$ cat src/sv/tep_pkg.sv
`default_nettype none
// ----------------------------------------------------------------------------
// tep_pkg: shared types and constants of the terminal escape parser
// Field widths, result kinds, marker codes, special bytes and the command and
// status bundles between the controller and the datapath.
// ----------------------------------------------------------------------------
package tep_pkg;

   // sizing
   localparam int MAX_CSI_PARAMS = 16;
   localparam int OSC_LIMIT      = 256;
   localparam int RUN_LIMIT      = 16;
   localparam int PARAM_CAP      = 10000;

   localparam int BYTE_W  = 8;
   localparam int CP_W    = 21;
   localparam int KIND_W  = 3;
   localparam int MARK_W  = 3;
   localparam int INTER_W = 6;
   localparam int COUNT_W = 5;
   localparam int INDEX_W = 4;
   localparam int VALUE_W = 18;
   localparam int TOTAL_W = $clog2(MAX_CSI_PARAMS + 1);
   localparam int SLOT_W  = (MAX_CSI_PARAMS > 1) ? $clog2(MAX_CSI_PARAMS) : 1;
   localparam int OSC_W   = $clog2(OSC_LIMIT);
   localparam int CMP_W   = ((TOTAL_W > INDEX_W) ? TOTAL_W : INDEX_W) + 1;

   // result kinds
   localparam logic [KIND_W-1:0] KIND_PRINT   = 3'd0;
   localparam logic [KIND_W-1:0] KIND_CONTROL = 3'd1;
   localparam logic [KIND_W-1:0] KIND_ESC     = 3'd2;
   localparam logic [KIND_W-1:0] KIND_CSI     = 3'd3;
   localparam logic [KIND_W-1:0] KIND_OSC     = 3'd4;
   localparam logic [KIND_W-1:0] KIND_OSC_END = 3'd5;

   // private marker codes
   localparam logic [MARK_W-1:0] MARK_NONE  = 3'd0;
   localparam logic [MARK_W-1:0] MARK_QUERY = 3'd1;
   localparam logic [MARK_W-1:0] MARK_GT    = 3'd2;
   localparam logic [MARK_W-1:0] MARK_LT    = 3'd3;
   localparam logic [MARK_W-1:0] MARK_BANG  = 3'd4;

   // special bytes
   localparam logic [BYTE_W-1:0] CHR_BEL   = 8'h07;
   localparam logic [BYTE_W-1:0] CHR_ESC   = 8'h1B;
   localparam logic [BYTE_W-1:0] CHR_SPACE = 8'h20;
   localparam logic [BYTE_W-1:0] CHR_DEL   = 8'h7F;
   localparam logic [BYTE_W-1:0] CHR_ZERO  = 8'h30;
   localparam logic [BYTE_W-1:0] CHR_NINE  = 8'h39;
   localparam logic [BYTE_W-1:0] CHR_COLON = 8'h3A;
   localparam logic [BYTE_W-1:0] CHR_SEMI  = 8'h3B;
   localparam logic [BYTE_W-1:0] CHR_QUERY = 8'h3F;
   localparam logic [BYTE_W-1:0] CHR_GT    = 8'h3E;
   localparam logic [BYTE_W-1:0] CHR_LT    = 8'h3C;
   localparam logic [BYTE_W-1:0] CHR_BANG  = 8'h21;
   localparam logic [BYTE_W-1:0] CHR_INT_HI   = 8'h2F;
   localparam logic [BYTE_W-1:0] CHR_FINAL_LO = 8'h40;
   localparam logic [BYTE_W-1:0] CHR_FINAL_HI = 8'h7E;
   localparam logic [BYTE_W-1:0] CHR_CSI   = 8'h5B;
   localparam logic [BYTE_W-1:0] CHR_OSC   = 8'h5D;
   localparam logic [BYTE_W-1:0] CHR_DCS   = 8'h50;
   localparam logic [BYTE_W-1:0] CHR_APC   = 8'h5F;
   localparam logic [BYTE_W-1:0] CHR_PM    = 8'h5E;
   localparam logic [BYTE_W-1:0] CHR_SOS   = 8'h58;
   localparam logic [BYTE_W-1:0] CHR_G0    = 8'h28;
   localparam logic [BYTE_W-1:0] CHR_G1    = 8'h29;
   localparam logic [BYTE_W-1:0] CHR_G2    = 8'h2A;
   localparam logic [BYTE_W-1:0] CHR_G3    = 8'h2B;
   localparam logic [BYTE_W-1:0] CHR_HASH  = 8'h23;
   localparam logic [BYTE_W-1:0] CHR_PCT   = 8'h25;
   localparam logic [BYTE_W-1:0] CHR_RIS   = 8'h63;

   // byte classes and counters, datapath to controller
   typedef struct packed {
      logic is_c0;
      logic is_esc;
      logic is_bel;
      logic is_print;
      logic is_cont;
      logic is_lead;
      logic is_digit;
      logic is_sep;
      logic is_marker;
      logic is_interm;
      logic is_final;
      logic is_csi_intro;
      logic is_osc_intro;
      logic is_str_intro;
      logic is_charset;
      logic is_ris;
      logic utf_busy;
      logic utf_last;
      logic osc_room;
      logic run_last;
      logic out_free;
   } tep_status_type;

   // actions, controller to datapath
   typedef struct packed {
      logic              utf_start;
      logic              utf_shift;
      logic              utf_clear;
      logic              seq_clear;
      logic              param_digit;
      logic              param_sep;
      logic              marker_set;
      logic              interm_set;
      logic              final_latch;
      logic              osc_clear;
      logic              osc_count;
      logic              run_start;
      logic              run_read;
      logic              run_next;
      logic              out_load;
      logic [KIND_W-1:0] out_kind;
   } tep_cmd_type;

endpackage : tep_pkg
`default_nettype wire

$ cat src/sv/tep_ram.sv
`default_nettype none
// ----------------------------------------------------------------------------
// tep_ram: generic single-port-write, single-port-read RAM
// One write and one registered read per cycle; contents are not reset.
// ----------------------------------------------------------------------------
module tep_ram #(
   parameter int WIDTH = 8,
   parameter int DEPTH = 16,
   localparam int ADDR_W = (DEPTH > 1) ? $clog2(DEPTH) : 1
) (
   input  wire logic              clock,
   input  wire logic              wr_en,
   input  wire logic [ADDR_W-1:0] wr_addr,
   input  wire logic [WIDTH-1:0]  wr_data,
   input  wire logic              rd_en,
   input  wire logic [ADDR_W-1:0] rd_addr,
   output logic      [WIDTH-1:0]  rd_data
);

   logic [WIDTH-1:0] mem_ff [DEPTH];
   logic [WIDTH-1:0] rd_data_ff;

   // write port
   always_ff @(posedge clock) begin
      if (wr_en) begin
         mem_ff[wr_addr] <= wr_data;
      end
   end

   // registered read port, holds between reads
   always_ff @(posedge clock) begin
      if (rd_en) begin
         rd_data_ff <= mem_ff[rd_addr];
      end
   end

   assign rd_data = rd_data_ff;

endmodule : tep_ram
`default_nettype wire

$ cat src/sv/tep_ctrl.sv
`default_nettype none
// ----------------------------------------------------------------------------
// tep_ctrl: parser controller
// Holds the parser state (ground, escape, escape intermediate, CSI, OSC,
// string) and the two states that walk a CSI dispatch run; turns the byte
// class into datapath actions and drives the input stall.
// ----------------------------------------------------------------------------
module tep_ctrl
   import tep_pkg::*;
(
   input  wire logic           clock,
   input  wire logic           reset,
   input  wire logic           req_valid,
   output logic                req_stall,
   input  wire tep_status_type status,
   output tep_cmd_type         cmd
);

   localparam logic [2:0] ST_GND      = 3'd0;
   localparam logic [2:0] ST_ESC      = 3'd1;
   localparam logic [2:0] ST_ESCINT   = 3'd2;
   localparam logic [2:0] ST_CSI      = 3'd3;
   localparam logic [2:0] ST_OSC      = 3'd4;
   localparam logic [2:0] ST_STR_SKIP = 3'd5;
   localparam logic [2:0] ST_RUN_READ = 3'd6;
   localparam logic [2:0] ST_RUN_LOAD = 3'd7;

   logic [2:0] state_ff;
   logic [2:0] state_in;
   logic       in_phase;
   logic       accept;

   // input beats are taken outside a dispatch run when the output can take a result
   assign in_phase  = (state_ff != ST_RUN_READ) && (state_ff != ST_RUN_LOAD);
   assign req_stall = !(in_phase && status.out_free);
   assign accept    = req_valid && in_phase && status.out_free;

   // next state and actions
   always_comb begin
      cmd      = '0;
      state_in = state_ff;
      unique case (state_ff)
         ST_GND: begin
            if (accept) begin
               if (status.utf_busy && status.is_cont) begin
                  cmd.utf_shift = 1'b1;
                  if (status.utf_last) begin
                     cmd.out_load = 1'b1;
                     cmd.out_kind = KIND_PRINT;
                  end
               end else begin
                  // a broken sequence is dropped and the byte taken afresh
                  cmd.utf_clear = status.utf_busy;
                  if (status.is_c0) begin
                     if (status.is_esc) begin
                        state_in = ST_ESC;
                     end else begin
                        cmd.out_load = 1'b1;
                        cmd.out_kind = KIND_CONTROL;
                     end
                  end else if (status.is_print) begin
                     cmd.out_load = 1'b1;
                     cmd.out_kind = KIND_PRINT;
                  end else if (status.is_lead) begin
                     cmd.utf_start = 1'b1;
                  end
               end
            end
         end
         ST_ESC: begin
            if (accept) begin
               cmd.seq_clear = 1'b1;
               if (status.is_csi_intro) begin
                  state_in = ST_CSI;
               end else if (status.is_osc_intro) begin
                  cmd.osc_clear = 1'b1;
                  state_in      = ST_OSC;
               end else if (status.is_str_intro) begin
                  state_in = ST_STR_SKIP;
               end else if (status.is_charset) begin
                  cmd.interm_set = 1'b1;
                  state_in       = ST_ESCINT;
               end else begin
                  // full reset also drops the UTF-8 and OSC bookkeeping
                  cmd.utf_clear = status.is_ris;
                  cmd.osc_clear = status.is_ris;
                  cmd.out_load  = 1'b1;
                  cmd.out_kind  = KIND_ESC;
                  state_in      = ST_GND;
               end
            end
         end
         ST_ESCINT: begin
            if (accept) begin
               state_in = ST_GND;
            end
         end
         ST_CSI: begin
            if (accept) begin
               if (status.is_digit) begin
                  cmd.param_digit = 1'b1;
               end else if (status.is_sep) begin
                  cmd.param_sep = 1'b1;
               end else if (status.is_marker) begin
                  cmd.marker_set = 1'b1;
               end else if (status.is_interm) begin
                  cmd.interm_set = 1'b1;
               end else if (status.is_final) begin
                  cmd.final_latch = 1'b1;
                  cmd.run_start   = 1'b1;
                  state_in        = ST_RUN_READ;
               end else if (status.is_c0) begin
                  if (status.is_esc) begin
                     state_in = ST_ESC;
                  end else begin
                     cmd.out_load = 1'b1;
                     cmd.out_kind = KIND_CONTROL;
                  end
               end
            end
         end
         ST_OSC: begin
            if (accept) begin
               if (status.is_bel || status.is_esc) begin
                  cmd.out_load = 1'b1;
                  cmd.out_kind = KIND_OSC_END;
                  state_in     = status.is_bel ? ST_GND : ST_ESCINT;
               end else if (status.osc_room) begin
                  cmd.osc_count = 1'b1;
                  cmd.out_load  = 1'b1;
                  cmd.out_kind  = KIND_OSC;
               end
            end
         end
         ST_STR_SKIP: begin
            if (accept) begin
               if (status.is_esc) begin
                  state_in = ST_ESCINT;
               end else if (status.is_bel) begin
                  state_in = ST_GND;
               end
            end
         end
         ST_RUN_READ: begin
            cmd.run_read = 1'b1;
            state_in     = ST_RUN_LOAD;
         end
         ST_RUN_LOAD: begin
            if (status.out_free) begin
               cmd.out_load = 1'b1;
               cmd.out_kind = KIND_CSI;
               if (status.run_last) begin
                  state_in = ST_GND;
               end else begin
                  cmd.run_next = 1'b1;
                  state_in     = ST_RUN_READ;
               end
            end
         end
         default: begin
            state_in = ST_GND;
         end
      endcase
   end

   // state register
   always_ff @(posedge clock) begin
      if (reset) begin
         state_ff <= ST_GND;
      end else begin
         state_ff <= state_in;
      end
   end

endmodule : tep_ctrl
`default_nettype wire

$ cat src/sv/tep_datapath.sv
`default_nettype none
// ----------------------------------------------------------------------------
// tep_datapath: parser datapath
// Byte classification, UTF-8 accumulator, CSI parameter collection with the
// parameter RAM, OSC length counter and the registered result stage.
// ----------------------------------------------------------------------------
module tep_datapath
   import tep_pkg::*;
(
   input  wire logic                      clock,
   input  wire logic                      reset,
   input  wire logic [BYTE_W-1:0]         req_data_byte,
   input  wire logic                      rsp_stall,
   input  wire tep_cmd_type               cmd,
   output tep_status_type                 status,
   output logic                           rsp_valid,
   output logic        [KIND_W-1:0]       rsp_kind,
   output logic        [CP_W-1:0]         rsp_code_point,
   output logic        [BYTE_W-1:0]       rsp_final_byte,
   output logic        [MARK_W-1:0]       rsp_private_marker,
   output logic        [INTER_W-1:0]      rsp_intermediate_byte,
   output logic        [COUNT_W-1:0]      rsp_param_count,
   output logic        [INDEX_W-1:0]      rsp_param_index,
   output logic signed [VALUE_W-1:0]      rsp_param_value,
   output logic                           rsp_last_of_run
);

   localparam logic [VALUE_W-1:0] OMITTED = {VALUE_W{1'b1}};

   logic [BYTE_W-1:0] b;

   // parser bookkeeping
   logic [1:0]         utf_rem_ff, utf_rem_in;
   logic [CP_W-1:0]    utf_acc_ff, utf_acc_in;
   logic [TOTAL_W-1:0] total_ff, total_in;
   logic               pending_ff, pending_in;
   logic [VALUE_W-1:0] cur_ff, cur_in;
   logic [MARK_W-1:0]  marker_ff, marker_in;
   logic [INTER_W-1:0] interm_ff, interm_in;
   logic [BYTE_W-1:0]  final_ff, final_in;
   logic [INDEX_W-1:0] idx_ff, idx_in;
   logic [OSC_W-1:0]   osc_len_ff, osc_len_in;

   // result register
   logic               rsp_valid_ff, rsp_valid_in;
   logic [KIND_W-1:0]  kind_ff, kind_in;
   logic [CP_W-1:0]    cp_ff, cp_in;
   logic [BYTE_W-1:0]  fin_ff, fin_in;
   logic [MARK_W-1:0]  mark_out_ff, mark_out_in;
   logic [INTER_W-1:0] inter_out_ff, inter_out_in;
   logic [COUNT_W-1:0] count_ff, count_in;
   logic [INDEX_W-1:0] index_ff, index_in;
   logic [VALUE_W-1:0] value_ff, value_in;
   logic               last_ff, last_in;

   logic               lead2, lead3, lead4;
   logic [MARK_W-1:0]  marker_code;
   logic [CP_W-1:0]    utf_word;
   logic [TOTAL_W-1:0] eff_total;
   logic [VALUE_W-1:0] eff_cur;
   logic               sep_room;
   logic [VALUE_W-1:0] digit_base;
   logic [VALUE_W-1:0] digit_value;
   logic [CMP_W-1:0]   idx_plus;
   logic [CMP_W-1:0]   emit_w;
   logic               run_is_cur;
   logic [VALUE_W-1:0] run_value;
   logic [VALUE_W-1:0] ram_rd_data;
   logic               ram_wr_en;

   assign b = req_data_byte;

   // byte classification
   assign lead2 = (b[7:5] == 3'b110);
   assign lead3 = (b[7:4] == 4'b1110);
   assign lead4 = (b[7:3] == 5'b11110);

   always_comb begin
      unique case (b)
         CHR_QUERY: marker_code = MARK_QUERY;
         CHR_GT:    marker_code = MARK_GT;
         CHR_LT:    marker_code = MARK_LT;
         CHR_BANG:  marker_code = MARK_BANG;
         default:   marker_code = MARK_NONE;
      endcase
   end

   assign status.is_c0        = (b < CHR_SPACE);
   assign status.is_esc       = (b == CHR_ESC);
   assign status.is_bel       = (b == CHR_BEL);
   assign status.is_print     = (b >= CHR_SPACE) && (b < CHR_DEL);
   assign status.is_cont      = (b[7:6] == 2'b10);
   assign status.is_lead      = lead2 || lead3 || lead4;
   assign status.is_digit     = (b >= CHR_ZERO) && (b <= CHR_NINE);
   assign status.is_sep       = (b == CHR_SEMI) || (b == CHR_COLON);
   assign status.is_marker    = (marker_code != MARK_NONE);
   assign status.is_interm    = (b >= CHR_SPACE) && (b <= CHR_INT_HI);
   assign status.is_final     = (b >= CHR_FINAL_LO) && (b <= CHR_FINAL_HI);
   assign status.is_csi_intro = (b == CHR_CSI);
   assign status.is_osc_intro = (b == CHR_OSC);
   assign status.is_str_intro = (b == CHR_DCS) || (b == CHR_APC) || (b == CHR_PM)
                                || (b == CHR_SOS);
   assign status.is_charset   = (b == CHR_G0) || (b == CHR_G1) || (b == CHR_G2)
                                || (b == CHR_G3) || (b == CHR_HASH) || (b == CHR_PCT);
   assign status.is_ris       = (b == CHR_RIS);
   assign status.utf_busy     = (utf_rem_ff != 2'd0);
   assign status.utf_last     = (utf_rem_ff == 2'd1);
   assign status.osc_room     = (osc_len_ff < OSC_W'(OSC_LIMIT - 1));
   assign status.out_free     = !rsp_valid_ff || !rsp_stall;

   // UTF-8 accumulator
   assign utf_word = {utf_acc_ff[CP_W-7:0], b[5:0]};

   always_comb begin
      utf_rem_in = utf_rem_ff;
      utf_acc_in = utf_acc_ff;
      if (cmd.utf_start) begin
         if (lead2) begin
            utf_rem_in = 2'd1;
            utf_acc_in = CP_W'(b[4:0]);
         end else if (lead3) begin
            utf_rem_in = 2'd2;
            utf_acc_in = CP_W'(b[3:0]);
         end else begin
            utf_rem_in = 2'd3;
            utf_acc_in = CP_W'(b[2:0]);
         end
      end else if (cmd.utf_shift) begin
         utf_rem_in = utf_rem_ff - 2'd1;
         utf_acc_in = utf_word;
      end else if (cmd.utf_clear) begin
         utf_rem_in = 2'd0;
      end
   end

   // CSI parameters: the open slot lives in cur_ff, closed slots in the RAM
   assign eff_total   = (total_ff == '0) ? TOTAL_W'(1) : total_ff;
   assign eff_cur     = (total_ff == '0) ? OMITTED : cur_ff;
   assign sep_room    = (eff_total < TOTAL_W'(MAX_CSI_PARAMS));
   assign digit_base  = ((total_ff == '0) || !pending_ff) ? '0 : cur_ff;
   assign digit_value = (digit_base < VALUE_W'(PARAM_CAP))
                        ? (digit_base << 3) + (digit_base << 1) + VALUE_W'(b[3:0])
                        : digit_base;
   assign ram_wr_en   = cmd.param_sep && sep_room;

   always_comb begin
      total_in   = total_ff;
      pending_in = pending_ff;
      cur_in     = cur_ff;
      marker_in  = marker_ff;
      interm_in  = interm_ff;
      final_in   = final_ff;
      idx_in     = idx_ff;
      if (cmd.seq_clear) begin
         total_in   = '0;
         pending_in = 1'b0;
         marker_in  = MARK_NONE;
         interm_in  = '0;
      end
      if (cmd.param_digit) begin
         total_in   = eff_total;
         pending_in = 1'b1;
         cur_in     = digit_value;
      end
      if (cmd.param_sep) begin
         pending_in = 1'b0;
         if (sep_room) begin
            total_in = eff_total + TOTAL_W'(1);
            cur_in   = OMITTED;
         end else begin
            total_in = eff_total;
            cur_in   = eff_cur;
         end
      end
      if (cmd.marker_set) begin
         marker_in = marker_code;
      end
      if (cmd.interm_set) begin
         interm_in = b[INTER_W-1:0];
      end
      if (cmd.final_latch) begin
         final_in = b;
      end
      if (cmd.run_start) begin
         idx_in = '0;
      end else if (cmd.run_next) begin
         idx_in = idx_ff + INDEX_W'(1);
      end
   end

   tep_ram #(
      .WIDTH(VALUE_W),
      .DEPTH(MAX_CSI_PARAMS)
   ) u_param_ram (
      .clock  (clock),
      .wr_en  (ram_wr_en),
      .wr_addr(SLOT_W'(eff_total - TOTAL_W'(1))),
      .wr_data(eff_cur),
      .rd_en  (cmd.run_read),
      .rd_addr(SLOT_W'(idx_ff)),
      .rd_data(ram_rd_data)
   );

   // dispatch run position
   assign idx_plus      = CMP_W'(idx_ff) + CMP_W'(1);
   assign emit_w        = (total_ff == '0) ? CMP_W'(1)
                        : ((total_ff > TOTAL_W'(RUN_LIMIT)) ? CMP_W'(RUN_LIMIT)
                                                            : CMP_W'(total_ff));
   assign status.run_last = (idx_plus == emit_w);
   assign run_is_cur    = (idx_plus == CMP_W'(total_ff));
   assign run_value     = (total_ff == '0) ? OMITTED
                        : (run_is_cur ? cur_ff : ram_rd_data);

   // OSC length
   always_comb begin
      osc_len_in = osc_len_ff;
      if (cmd.osc_clear) begin
         osc_len_in = '0;
      end else if (cmd.osc_count) begin
         osc_len_in = osc_len_ff + OSC_W'(1);
      end
   end

   // result stage: loaded only when empty or draining
   assign rsp_valid_in = cmd.out_load || (rsp_valid_ff && rsp_stall);

   always_comb begin
      kind_in      = kind_ff;
      cp_in        = cp_ff;
      fin_in       = fin_ff;
      mark_out_in  = mark_out_ff;
      inter_out_in = inter_out_ff;
      count_in     = count_ff;
      index_in     = index_ff;
      value_in     = value_ff;
      last_in      = last_ff;
      if (cmd.out_load) begin
         kind_in      = cmd.out_kind;
         cp_in        = '0;
         fin_in       = '0;
         mark_out_in  = MARK_NONE;
         inter_out_in = '0;
         count_in     = '0;
         index_in     = '0;
         value_in     = '0;
         last_in      = 1'b0;
         case (cmd.out_kind) inside
            KIND_PRINT: begin
               cp_in = (status.utf_busy && status.is_cont) ? utf_word : CP_W'(b);
            end
            KIND_CONTROL, KIND_OSC: begin
               cp_in = CP_W'(b);
            end
            KIND_ESC: begin
               fin_in = b;
            end
            KIND_CSI: begin
               fin_in       = final_ff;
               mark_out_in  = marker_ff;
               inter_out_in = interm_ff;
               count_in     = (TOTAL_W'(total_ff) > TOTAL_W'(31)) ? COUNT_W'(31)
                                                                 : COUNT_W'(total_ff);
               index_in     = idx_ff;
               value_in     = run_value;
               last_in      = status.run_last;
            end
            default: begin
               cp_in = '0;
            end
         endcase
      end
   end

   // control registers
   always_ff @(posedge clock) begin
      if (reset) begin
         utf_rem_ff   <= 2'd0;
         utf_acc_ff   <= '0;
         total_ff     <= '0;
         pending_ff   <= 1'b0;
         marker_ff    <= MARK_NONE;
         interm_ff    <= '0;
         osc_len_ff   <= '0;
         rsp_valid_ff <= 1'b0;
      end else begin
         utf_rem_ff   <= utf_rem_in;
         utf_acc_ff   <= utf_acc_in;
         total_ff     <= total_in;
         pending_ff   <= pending_in;
         marker_ff    <= marker_in;
         interm_ff    <= interm_in;
         osc_len_ff   <= osc_len_in;
         rsp_valid_ff <= rsp_valid_in;
      end
   end

   // payload registers
   always_ff @(posedge clock) begin
      cur_ff       <= cur_in;
      final_ff     <= final_in;
      idx_ff       <= idx_in;
      kind_ff      <= kind_in;
      cp_ff        <= cp_in;
      fin_ff       <= fin_in;
      mark_out_ff  <= mark_out_in;
      inter_out_ff <= inter_out_in;
      count_ff     <= count_in;
      index_ff     <= index_in;
      value_ff     <= value_in;
      last_ff      <= last_in;
   end

   assign rsp_valid             = rsp_valid_ff;
   assign rsp_kind              = kind_ff;
   assign rsp_code_point        = cp_ff;
   assign rsp_final_byte        = fin_ff;
   assign rsp_private_marker    = mark_out_ff;
   assign rsp_intermediate_byte = inter_out_ff;
   assign rsp_param_count       = count_ff;
   assign rsp_param_index       = index_ff;
   assign rsp_param_value       = value_ff;
   assign rsp_last_of_run       = last_ff;

endmodule : tep_datapath
`default_nettype wire

$ cat src/sv/terminal_escape_parser_core.sv
`default_nettype none
// Print, control, ESC and OSC results are registered and shown in the cycle after the
// byte that causes them is accepted. One byte per cycle while the result register drains.
// A CSI final byte starts a run that, per result, reads the parameter RAM, then loads
// the result, for max(1, min(parameter count, RUN_LIMIT)) results; input stalls until the run ends.
// Reset (synchronous): parser to ground, counters and UTF-8 state cleared, result
// register empty; the parameter RAM is not cleared.
// ----------------------------------------------------------------------------
// terminal_escape_parser_core: byte-level front end of a character terminal
// Decodes UTF-8 prints, passes C0 controls, and emits ESC, CSI and OSC beats.
// ----------------------------------------------------------------------------
module terminal_escape_parser_core
   import tep_pkg::*;
(
   input  wire logic                      clock,
   input  wire logic                      reset,
   input  wire logic                      req_valid,
   output logic                           req_stall,
   input  wire logic [BYTE_W-1:0]         req_data_byte,
   output logic                           rsp_valid,
   input  wire logic                      rsp_stall,
   output logic        [KIND_W-1:0]       rsp_kind,
   output logic        [CP_W-1:0]         rsp_code_point,
   output logic        [BYTE_W-1:0]       rsp_final_byte,
   output logic        [MARK_W-1:0]       rsp_private_marker,
   output logic        [INTER_W-1:0]      rsp_intermediate_byte,
   output logic        [COUNT_W-1:0]      rsp_param_count,
   output logic        [INDEX_W-1:0]      rsp_param_index,
   output logic signed [VALUE_W-1:0]      rsp_param_value,
   output logic                           rsp_last_of_run
);

   tep_status_type status;
   tep_cmd_type    cmd;

   // parser state machine
   tep_ctrl u_ctrl (
      .clock    (clock),
      .reset    (reset),
      .req_valid(req_valid),
      .req_stall(req_stall),
      .status   (status),
      .cmd      (cmd)
   );

   // bookkeeping, parameter RAM and result register
   tep_datapath u_datapath (
      .clock                (clock),
      .reset                (reset),
      .req_data_byte        (req_data_byte),
      .rsp_stall            (rsp_stall),
      .cmd                  (cmd),
      .status               (status),
      .rsp_valid            (rsp_valid),
      .rsp_kind             (rsp_kind),
      .rsp_code_point       (rsp_code_point),
      .rsp_final_byte       (rsp_final_byte),
      .rsp_private_marker   (rsp_private_marker),
      .rsp_intermediate_byte(rsp_intermediate_byte),
      .rsp_param_count      (rsp_param_count),
      .rsp_param_index      (rsp_param_index),
      .rsp_param_value      (rsp_param_value),
      .rsp_last_of_run      (rsp_last_of_run)
   );

endmodule : terminal_escape_parser_core
`default_nettype wire

$ cat config.mk
export PLATFORM = sky130hd
export DESIGN_NAME = terminal_escape_parser_core
export DESIGN_NICKNAME = d
export VERILOG_FILES = /design/src/sv/tep_pkg.sv /design/src/sv/tep_ram.sv /design/src/sv/tep_ctrl.sv /design/src/sv/tep_datapath.sv /design/src/sv/terminal_escape_parser_core.sv
export SDC_FILE = /design/constraint.sdc
export NUM_CORES = 1
export LEC_CHECK = 0
export BUFFER_PORTS_ARGS = -buffer_cell sky130_fd_sc_hd__buf_2
export CORE_MARGIN = 3
export CORE_UTILIZATION = 55
export CTS_BUF_LIST = sky130_fd_sc_hd__clkbuf_16
export DETAILED_ROUTE_END_ITERATION = 10
export PLACE_DENSITY = 0.7
export SLEW_MARGIN = 25
export SYNTH_ARGS = -nofsm -noshare
export SYNTH_HDL_FRONTEND = slang
export SYNTH_SLANG_ARGS = --single-unit
$ cat constraint.sdc
create_clock -name clock -period 5.8 [get_ports clock]
set_clock_uncertainty 0.2 [all_clocks]
set_input_delay 1.16 -clock clock [delete_from_list [all_inputs] [get_ports clock]]
set_output_delay 1.16 -clock clock [all_outputs]
set_load 0.02 [all_outputs]
# After elaboration in Yosys (flattened, before gate mapping)
# Memory sizes are Yosys's and may differ from the RTL's. A register that Yosys moved wholly into a read port is not among the register bits.
# Index checks and enable logic that the tools add are counted.
# op_classes
addsub	8
reduce_logical	48
magnitude_cmp	13
bitwise_logic	1
eq_ne	55
muxes	136
# op_table
op	count
18-bit two-way mux	8
8-bit by 6-bit equality test with 1-bit output (second input constant)	12
4-bit two-way mux	23
3-bit two-way mux	27
8-bit by 7-bit equality test with 1-bit output (second input constant)	7
5-bit two-way mux	10
1-bit two-way mux	44
21-bit two-way mux	2
15-bit two-way mux	2
8-bit two-way mux	3
3-bit case mux with 8 select lines	1
4-bit case mux with 5 select lines	1
18-bit adder	1
18-bit by 4-bit adder with 18-bit output	1
3-bit equality test (second input constant)	6
18-bit by 14-bit < comparator with 1-bit output (second input constant)	1
2-bit two-way mux	9
6-bit two-way mux	3
8-bit by 6-bit greater-or-equal comparator with 1-bit output (second input constant)	2
8-bit by 6-bit less-or-equal comparator with 1-bit output (second input constant)	2
2-bit by 1-bit inequality test with 1-bit output (second input constant)	8
1-bit logical OR	15
14-bit AND reduction	1
3-bit by 2-bit equality test with 1-bit output (second input constant)	4
37 further kinds	68
# word_totals
mem_count	1
mem_bits_rw	288
input_bits	12
register_bits	143
word_cells	283
# memory_table
name	words	word_bits	read_ports	rd_clocked_by_memory_dff	write_ports	line	source
u_datapath.u_param_ram.mem_ff	16	18	1	1	1	tep_ram.sv:20	logic [WIDTH-1:0] mem_ff [DEPTH];

# Depth between registers and ports, before layout
# Gate-level depths: netlist of the first run.
# logic_depth
ltp_word	16
mapped_depth	19
ltp_nobuf	16

# Hierarchy
# Synthesis of the first run repeated with hierarchy kept, for this count alone.
# unflattened
cells_unflattened	1284
hier_area_um2	19508.7
# modules_own_cells
module	area_per_inst_um2	seq_area_each_um2	instances	cells_per_inst
tep_ram	11502.3	9188.8	1	482
tep_datapath	7395.8	3753.6	1	713
tep_ctrl	610.6	60.1	1	89

# Least setup slack after synthesis of the first run
# OpenSTA, ideal clock, no wires.
# synth_path
path_kind	input to register
from	input req_data_byte[2]
to	register u_datapath.cp_ff[0] (netlist: u_datapath.rsp_code_point[0]), enable pin
arrival_ps	3911
stages	9
setup_ps	423
t_required_ps	5177
slack_ps	1266
cell_sequence	buf_2 maj3_1 a21o_1 a21oi_1 o21a_1 buf_2 or2_1 nor4_2 inv_1
# synth_lines
item	line	source
from (decl)	terminal_escape_parser_core.sv:19	input wire logic [BYTE_W-1:0] req_data_byte,
to (signal assigned)	tep_datapath.sv:303	cp_ff <= cp_in;
to (decl)	tep_datapath.sv:47	logic [CP_W-1:0] cp_ff, cp_in;

# Worst setup path in the final report of the first run
# layout_path
from	register u_datapath.total_ff[1]
to	register u_datapath.cur_ff[16], data pin
# layout_via
elab_chain_cells	8
# layout_rtl
item	line	source
from (decl)	tep_datapath.sv:35	logic [TOTAL_W-1:0] total_ff, total_in;
from (signal assigned)	tep_datapath.sv:288	total_ff <= total_in;
5-bit zero test	tep_datapath.sv:137, tep_datapath.sv:138, tep_datapath.sv:140	
1-bit logical OR	tep_datapath.sv:140	assign digit_base = ((total_ff == '0) || !pending_ff) ? '0 : cur_ff;
18-bit two-way mux	tep_datapath.sv:140	
18-bit adder	tep_datapath.sv:142	? (digit_base << 3) + (digit_base << 1) + VALUE_W'(b[3:0])
18-bit by 4-bit adder with 18-bit output	tep_datapath.sv:142	
18-bit two-way mux	tep_datapath.sv:142	
18-bit two-way mux	tep_datapath.sv:160	if (cmd.param_digit) begin
18-bit two-way mux *	tep_datapath.sv:165	if (cmd.param_sep) begin
net u_datapath.cur_in[16]	tep_datapath.sv:37	logic [VALUE_W-1:0] cur_ff, cur_in;
to (signal assigned)	tep_datapath.sv:299	cur_ff <= cur_in;
to (decl)	tep_datapath.sv:37	
# Mark *: on every way through the listed nets, which the timed path passes. The rest lies on a longest branch. The select of a mux whose other input is x is not followed.
# A chain may end at the register's enable or synchronous reset.

==> results of run 1 <==
-- per-layer routing --
layer,global-route usage (%),vias up
met3,4.05,78
li1,-,5058
met5,0,-
met4,7.05,0
met2,37.1,434
met1,33.1,5676
-- sequential cells by signal (all words and copies together) (netlist names), 6 cells and up --
| name | count |
|---|---|
| u_datapath.cur_ff | 18 |
| u_datapath.final_ff | 8 |
| u_datapath.interm_ff | 6 |
| u_datapath.osc_len_ff | 8 |
| u_datapath.rsp_code_point | 21 |
| u_datapath.rsp_final_byte | 8 |
| u_datapath.rsp_intermediate_byte | 6 |
| u_datapath.rsp_param_value | 18 |
| u_datapath.u_param_ram.mem_ff | 288 |
| u_datapath.u_param_ram.rd_data | 18 |
| u_datapath.utf_acc_ff | 15 |
-- cell families after synthesis --
family / Yosys count
compound gates: 185
flops: 449
buf+inv: 95
simple gates: 337
xor+xnor: 27
mux: 115
fa+ha+maj: 42
-- critical path, stage by stage (launching register included) --
cell       delay (ns)
dfxtp_1          0.39
or3_4            0.40
or3_2            0.67
buf_4            0.35
and3_1           0.25
ha_1             0.29
ha_1             0.36
a21o_1           0.21
a31o_2           0.24
a21oi_1          0.17
a21oi_1          0.09
a2111oi_0        0.50
xor2_1           0.18
o21ai_0          0.08
-- layout make-up --
type                            instances  share of cell area [%]
Clock inverter                         34                    1.21
Timing Repair Buffer                  113                    2.97
Inverter                               20                   0.345
Multi-Input combinational cell        706                    27.9
Tap cell                              455                    2.62
Clock buffer                           45                    5.18
Sequential cell                       449                    59.8
-- power by group through the flow --
| stage | logic, W | registers (W) | clock network, W |
|---|---|---|---|
| floorplan | 0.0000770 | 0.00364 | 0 |
| global placement | 0.000179 | 0.00360 | 0 |
| detailed placement | 0.000180 | 0.00360 | 0 |
| CTS | 0.000181 | 0.00353 | 0.00280 |
| global route | 0.000195 | 0.00353 | 0.00292 |
| finish | 0.000181 | 0.00353 | 0.00275 |
-- placed cells by master (no fill, tap or decap), drive strengths merged, types with 25 or more instances in the layout --
cell    synthesis  layout
edfxtp        401     401
buf            22     113
mux4           90      90
nand2          84      84
a21oi          80      80
nor2           68      68
dfxtp          48      48
and3           47      47
clkbuf         53      45
ha             39      39
inv            20      31
nand2b         25      25
o21ai          25      25
-- worst paths after layout --
path | end | cells past startpoint
min reg2reg | u_datapath.utf_acc_ff[10]$_SDFFE_PP0P_ | 2
max | u_datapath.cur_ff[16]$_DFFE_PP_ | 13
max reg2reg | u_datapath.cur_ff[16]$_DFFE_PP_ | 13
min | u_datapath.utf_acc_ff[10]$_SDFFE_PP0P_ | 2
-- through the flow --
step	hold WS, ns	std cells	cell area [µm²]	setup slack [ns]	utilization, %
after detailed placement	0.244	1743	20400	1.19	58.6
final	0.251	1822	21700	1.13	62.7
after global placement	0.240	1743	20400	1.25	58.6
after CTS	0.252	1822	21700	1.17	62.6
after floorplan	0.232	1250	19400	1.27	-
after global routing	0.280	1822	21700	0.863	62.7
==> reports/summary.txt, run 1 <==
R2r setup slk -> 1.13 ns
Die area -> 0.0376 mm²
Total global routing track utilization -> 23.1%
First-pass GRT wire length -> 67,100 µm
Synth Flop Type -> edfxtp_1
Post-detail-place hpwl -> 26,500 µm
Critical Path RT -> 5.90 ns
Area leader, netlist -> edfxtp_1
Status -> finished, final reports clean
Clock transition at path regs -> 0.06 ns
Die Span Y -> 194 µm
Warnings from Yosys -> 0
CTS resizes -> 0
Most numerous cell in the Yosys netlist -> edfxtp_1
Final Hold Fails -> 0
N_diodes -> 0
Synth Area in Compound Gates -> 6.08%
Mux cell area share after synthesis -> 11.7%
CP endpoint kind -> register
Synth area leaders -> edfxtp_1, mux4_2, dfxtp_1, ha_1, a21oi_1
Critical path class -> reg2reg
Min-delay src -> u_datapath.utf_acc_ff[10]$_SDFFE_PP0P_
Power Internal -> 0.00512 W
Row cnt -> 68
Drt pass-1 iters -> 5
Slew @ Worst Pin -> 0.940 ns
Area grow syn2layout -> 11.9%
Pwr dens -> 297 mW/mm²
Crit path launch type -> register
Routed WL per cell -> 23.7 µm
Port bufs -> 82
Slew headroom -> 37.3%
Worst-case clock buffer depth -> 3
WL final -> 43,100 µm
Sequential Area -> 0.0130 mm²
Post-synth EDFFs -> 401
Max-cap violations -> 0
DRC Markers -> 0
Clk_lat worst skew -> 0.58 ns
Comb power frac -> 2.8%
Main combinational cell family by area after synthesis -> multiplexers
Routed vias -> 11,246
M1 WL -> 18,300 µm
Count of final setup violators -> 0
Synth unique cells -> 80
Crit path launch -> u_datapath.total_ff[1]$_SDFFE_PP0P_
RD Place Congestion -> 0.894
Largest net degree at the start of global routing -> 50
Final worst path period need -> 4.67 ns
TritonCTS clock tree -> done
Clock root buffer -> clkbuf_16
Arr. time, crit path -> 4.77 ns
HP Class -> reg2reg
CTS hold repair buffers -> 0
# nets final -> 1,388
Final period util -> 80.5%
Vias in the first global route -> 11,081
Post-Synth XOR/XNOR Area -> 1.22%
Clock Power Share -> 42.6%
Sequential power share -> 54.6%
Setup repair bufs after CTS -> 0
Fin Setup TNS -> 0 ns
Mapped cell area -> 0.0194 mm²
RSZ-0062 raised after global routing -> false
# IOs -> 83
Post-Synth Adder-Cell Area -> 2.77%
DRT antenna net count -> 0
Top sig layer -> met4
Clock buffer count from CTS -> 45
Htree depth -> 2
Initial antenna violation count -> 0
Filler cells -> 2,527
Top post-synthesis cells by count -> edfxtp_1, mux4_2, nand2_1
Fraction of layout cells with a size suffix above 1 -> 21.7%
Total gr overflow -> 0
WL met2 -> 20,800 µm
Yosys reg bits -> 449
Avg Synthesized Cell Area -> 15.6 µm²
VDD IR max -> 0.257 mV
Leakage -> 6.65 nW
Total power -> 0.00647 W
WL met3 -> 3010 µm
Core Footprint -> 0.0347 mm²
Synthesized netlist cell count -> 1,250
Synthesized net count -> 1,303
Overall die width -> 194 µm
Starting Density -> 56.0%
Fmax -> 0.214 GHz
CP max FO -> 33
Synth Area in Simple Gates -> 9.24%
Post-synth top area share -> 61.9%
Reg-to-Reg Start -> u_datapath.total_ff[1]$_SDFFE_PP0P_
Max-slew violations -> 0
Multi-input logic area -> 0.00606 mm²
Clk sinks -> 449
Sw Ratio -> 20.8%
First-iteration detailed-routing DRC count -> 1,086
Psw -> 0.00135 W
Async SR Flop Fraction -> 0%
Post-synthesis sequential area ratio -> 66.9%
Via/cell ratio -> 6.17
Power figures use the tool's default switching activity.
==> run 2, diff against run 1 <==
ABC_AREA = 1   (was not set)
clock period = 4.3 ns   (was 5.8 ns; I/O delays follow)
==> run 2 against run 1 <==
- combinational power increased by 64%
- synthesized cell count increased by 50%
- hold slack got worse by 0.0054 ns
- clock power increased by 36%
- wire length increased by 15%
==> reports/summary.txt, run 2 <==
HP Class -> reg2reg
Sw Ratio -> 21.6% (+0.81 points)
Setup repair bufs after CTS -> 0 (unchanged)
Most common cell after layout, fill and taps aside -> edfxtp_1
Avg Synthesized Cell Area -> 10.7 µm² (-31%)
Crit path top cell by count -> nand2_1
Crit path launch type -> register
Initial antenna violation count -> 2 (+2)
Sequential power share -> 54.2% (-0.4 points)
Multi-input logic area -> 0.00613 mm² (+1.3%)
Status -> finished, final reports clean
Mapped cell area -> 0.0201 mm² (+3.3%)
CTS resizes -> 0 (unchanged)
Overall die width -> 197 µm (+1.6%)
Critical Path RT -> 4.44 ns (-1.46 ns)
Largest net degree at the start of global routing -> 75 (+50%)
Row cnt -> 69 (+1.5%)
Clock root buffer -> clkbuf_16
RSZ-0062 raised after global routing -> false
Max-slew violations -> 0 (unchanged)
Clock transition at path regs -> 0.06 ns (about the same)
Count of final setup violators -> 0 (unchanged)
Post-synthesis sequential area ratio -> 64.8% (-2.1 points)
Post-synth EDFFs -> 401 (unchanged)
Routed WL per cell -> 20.3 µm (-14%)
CP endpoint kind -> register
Final worst path period need -> 3.68 ns (-0.987 ns)
Yosys reg bits -> 449 (unchanged)
Die area -> 0.0388 mm² (+3.2%)
Clock Power Share -> 42.4% (-0.2 points)
Warnings from Yosys -> 0 (unchanged)
DRT antenna net count -> 0 (unchanged)
Max-cap violations -> 0 (unchanged)
Clk_lat worst skew -> 0.59 ns (about the same)
Comb power frac -> 3.4% (+0.6 points)
Fin cells -> 2,447 (+34%)
Top reg by flops -> u_datapath.u_param_ram.mem_ff
Post-synth top area share -> 60.0% (-2.0 points)
TritonCTS clock tree -> done
CTS hold repair buffers -> 0 (unchanged)
Clock buffer count from CTS -> 46 (+2.2%)
Fin worst setup slack -> 0.618 ns (-0.513 ns)
Vias in the first global route -> 13,798 (+25%)
First-pass GRT wire length -> 76,700 µm (+14%)
Synth Flop Type -> edfxtp_1
Commonest cells after routing, fill and taps aside -> edfxtp_1, nand2_1, nor2_1, o21ai_0, inv_1
Dpl ws -> 0.516 ns (-0.673 ns)
Pwr dens -> 392 mW/mm² (+32%)
Area grow syn2layout -> 11.9% (about the same)
Most numerous cell in the Yosys netlist -> edfxtp_1
Synth unique cells -> 45 (-44%)
Total global routing track utilization -> 25.4% (+2.3 points)
Port bufs -> 82 (unchanged)
Inst Count DP -> 2,368 (+36%)
First-iteration detailed-routing DRC count -> 1,319 (+21%)
Synth area leaders -> edfxtp_1, nand2_1, o21ai_0, nor2_1, dfxtp_1
Core Footprint -> 0.0357 mm² (+3.0%)
Top post-synthesis cells by count -> edfxtp_1, nand2_1, nor2_1
Fmax -> 0.272 GHz (+27%)
# nets final -> 2,008 (+45%)
Slew @ Worst Pin -> 1.02 ns (+0.0780 ns)
Worst path cell trace -> nor2_4 -> nand3_4 -> nand2_4 -> nor2_1 -> inv_1 -> fa_1 -> fa_1 -> o21ai_0 -> nand2_1 -> nand2_1 -> nand2_1 -> nand2_1 -> nand2_1 -> nand2_1 -> nand3_1 -> nand3_1 -> nand2_1
Total gr overflow -> 0 (unchanged)
Slowest-stage cell, CP -> dfxtp_1
VDD IR max -> 0.364 mV (+42%)
Critical path class -> reg2reg
Worst-case clock buffer depth -> 3 (unchanged)
Final Hold Fails -> 0 (unchanged)
Via/cell ratio -> 5.88 (-4.7%)
Async SR Flop Fraction -> 0% (unchanged)
Synthesized net count -> 1,923 (+48%)
Fin Setup TNS -> 0 ns (unchanged)
N_diodes -> 0 (unchanged)
Final period util -> 85.6% (+5.1 points)
Sequential Area -> 0.0130 mm² (about the same)
Total power -> 0.00881 W (+36%)
Fraction of layout cells with a size suffix above 1 -> 13.3% (-8.4 points)
Drt pass-1 iters -> 6 (+1)
Leakage -> 7.76 nW (+17%)
Filler cells -> 2,858 (+13%)
Max reg flops -> 288 (unchanged)
# IOs -> 83 (unchanged)
Starting Density -> 56.2% (+0.17 points)
CP max FO -> 19 (-42%)
Psw -> 0.00190 W (+42%)
Slew headroom -> 32.0% (-5.3 points)
Clk sinks -> 449 (unchanged)
Routed vias -> 14,393 (+28%)
CP peak stage delay -> 0.53 ns (-0.14 ns)
Area leader, netlist -> edfxtp_1
Htree depth -> 2 (unchanged)
Power Internal -> 0.00691 W (+35%)
Arr. time, crit path -> 3.83 ns (-0.94 ns)
DRC Markers -> 0 (unchanged)
RD Place Congestion -> 0.928 (+3.8%)
Synthesized netlist cell count -> 1,870 (+50%)
Post-detail-place hpwl -> 31,800 µm (+20%)
Die Span Y -> 197 µm (+1.6%)
Worst hold slack -> 0.245 ns (-0.00541 ns)
WL final -> 49,600 µm (+15%)
==> run 2: stage by stage <==
step / area (µm²) / utilization [%]
after CTS: 22500 / 62.9
final: 22500 / 62.9
after global routing: 22500 / 62.9
after global placement: 21100 / 59.0
after floorplan: 20100 / -
after detailed placement: 21100 / 59.0
==> run 2: layout make-up <==
class / count / share of cell area, %
timing repair buffer: 124 / 3.28
clock inverter: 33 / 1.12
inverter: 163 / 2.73
clock buffer: 46 / 5.12
multi-input combinational: 1171 / 27.3
tap: 461 / 2.57
sequential: 449 / 57.9
==> run 2: cell families (layout without fill, tap and decap cells) <==
group | count (synthesis) | after routing | share of synthesized area [%]
AND/OR/NAND/NOR | 724 | 724 | 15.5
XOR/XNOR | 15 | 15 | 0.654
buffers and inverters | 250 | 366 | 4.89
flip-flops | 449 | 449 | 64.8
adder cells (fa/ha/maj) | 41 | 41 | 2.63
AO/OA/AOI/OAI | 391 | 391 | 11.5
==> run 2: power groups by stage <==
| stage | combinational, W | clock, W | sequential (W) |
|---|---|---|---|
| global route | 0.000322 | 0.00397 | 0.00478 |
| global placement | 0.000291 | 0 | 0.00487 |
| floorplan | 0.000121 | 0 | 0.00494 |
| CTS | 0.000298 | 0.00380 | 0.00478 |
| finish | 0.000297 | 0.00374 | 0.00478 |
| detailed placement | 0.000297 | 0 | 0.00487 |
==> run 2: final timing paths <==
| path | slack, ns | end | cells after the start | startpoint |
|---|---|---|---|---|
| min | 0.25 | u_datapath.interm_ff[4]$_SDFFE_PP0P_ | 2 | u_datapath.interm_ff[4]$_SDFFE_PP0P_ |
| max reg2reg | 0.62 | u_datapath.cur_ff[10]$_DFFE_PP_ | 17 | u_datapath.total_ff[3]$_SDFFE_PP0P_ |
| max | 0.62 | u_datapath.cur_ff[10]$_DFFE_PP_ | 17 | u_datapath.total_ff[3]$_SDFFE_PP0P_ |
| min reg2reg | 0.25 | u_datapath.interm_ff[4]$_SDFFE_PP0P_ | 2 | u_datapath.interm_ff[4]$_SDFFE_PP0P_ |
==> run 2: layer usage <==
metal | wire, µm | track usage (%) | share of wire [%]
met1 | 20400 | 35.0 | 41
met2 | 23500 | 41.2 | 47
met3 | 4010 | 4.32 | 8.1
met4 | 1590 | 9.27 | 3.2
met5 | 27 | 0 | 0.054
==> run 2: worst max-delay path, delay by kind of cell, from the launching register on <==
| kind | cells | cell delay [ns] |
|---|---|---|
| fa+ha+maj | 2 | 1.00 |
| buf+inv | 1 | 0.10 |
| flops | 1 | 0.53 |
| compound gates | 1 | 0.37 |
| simple gates | 13 | 1.24 |
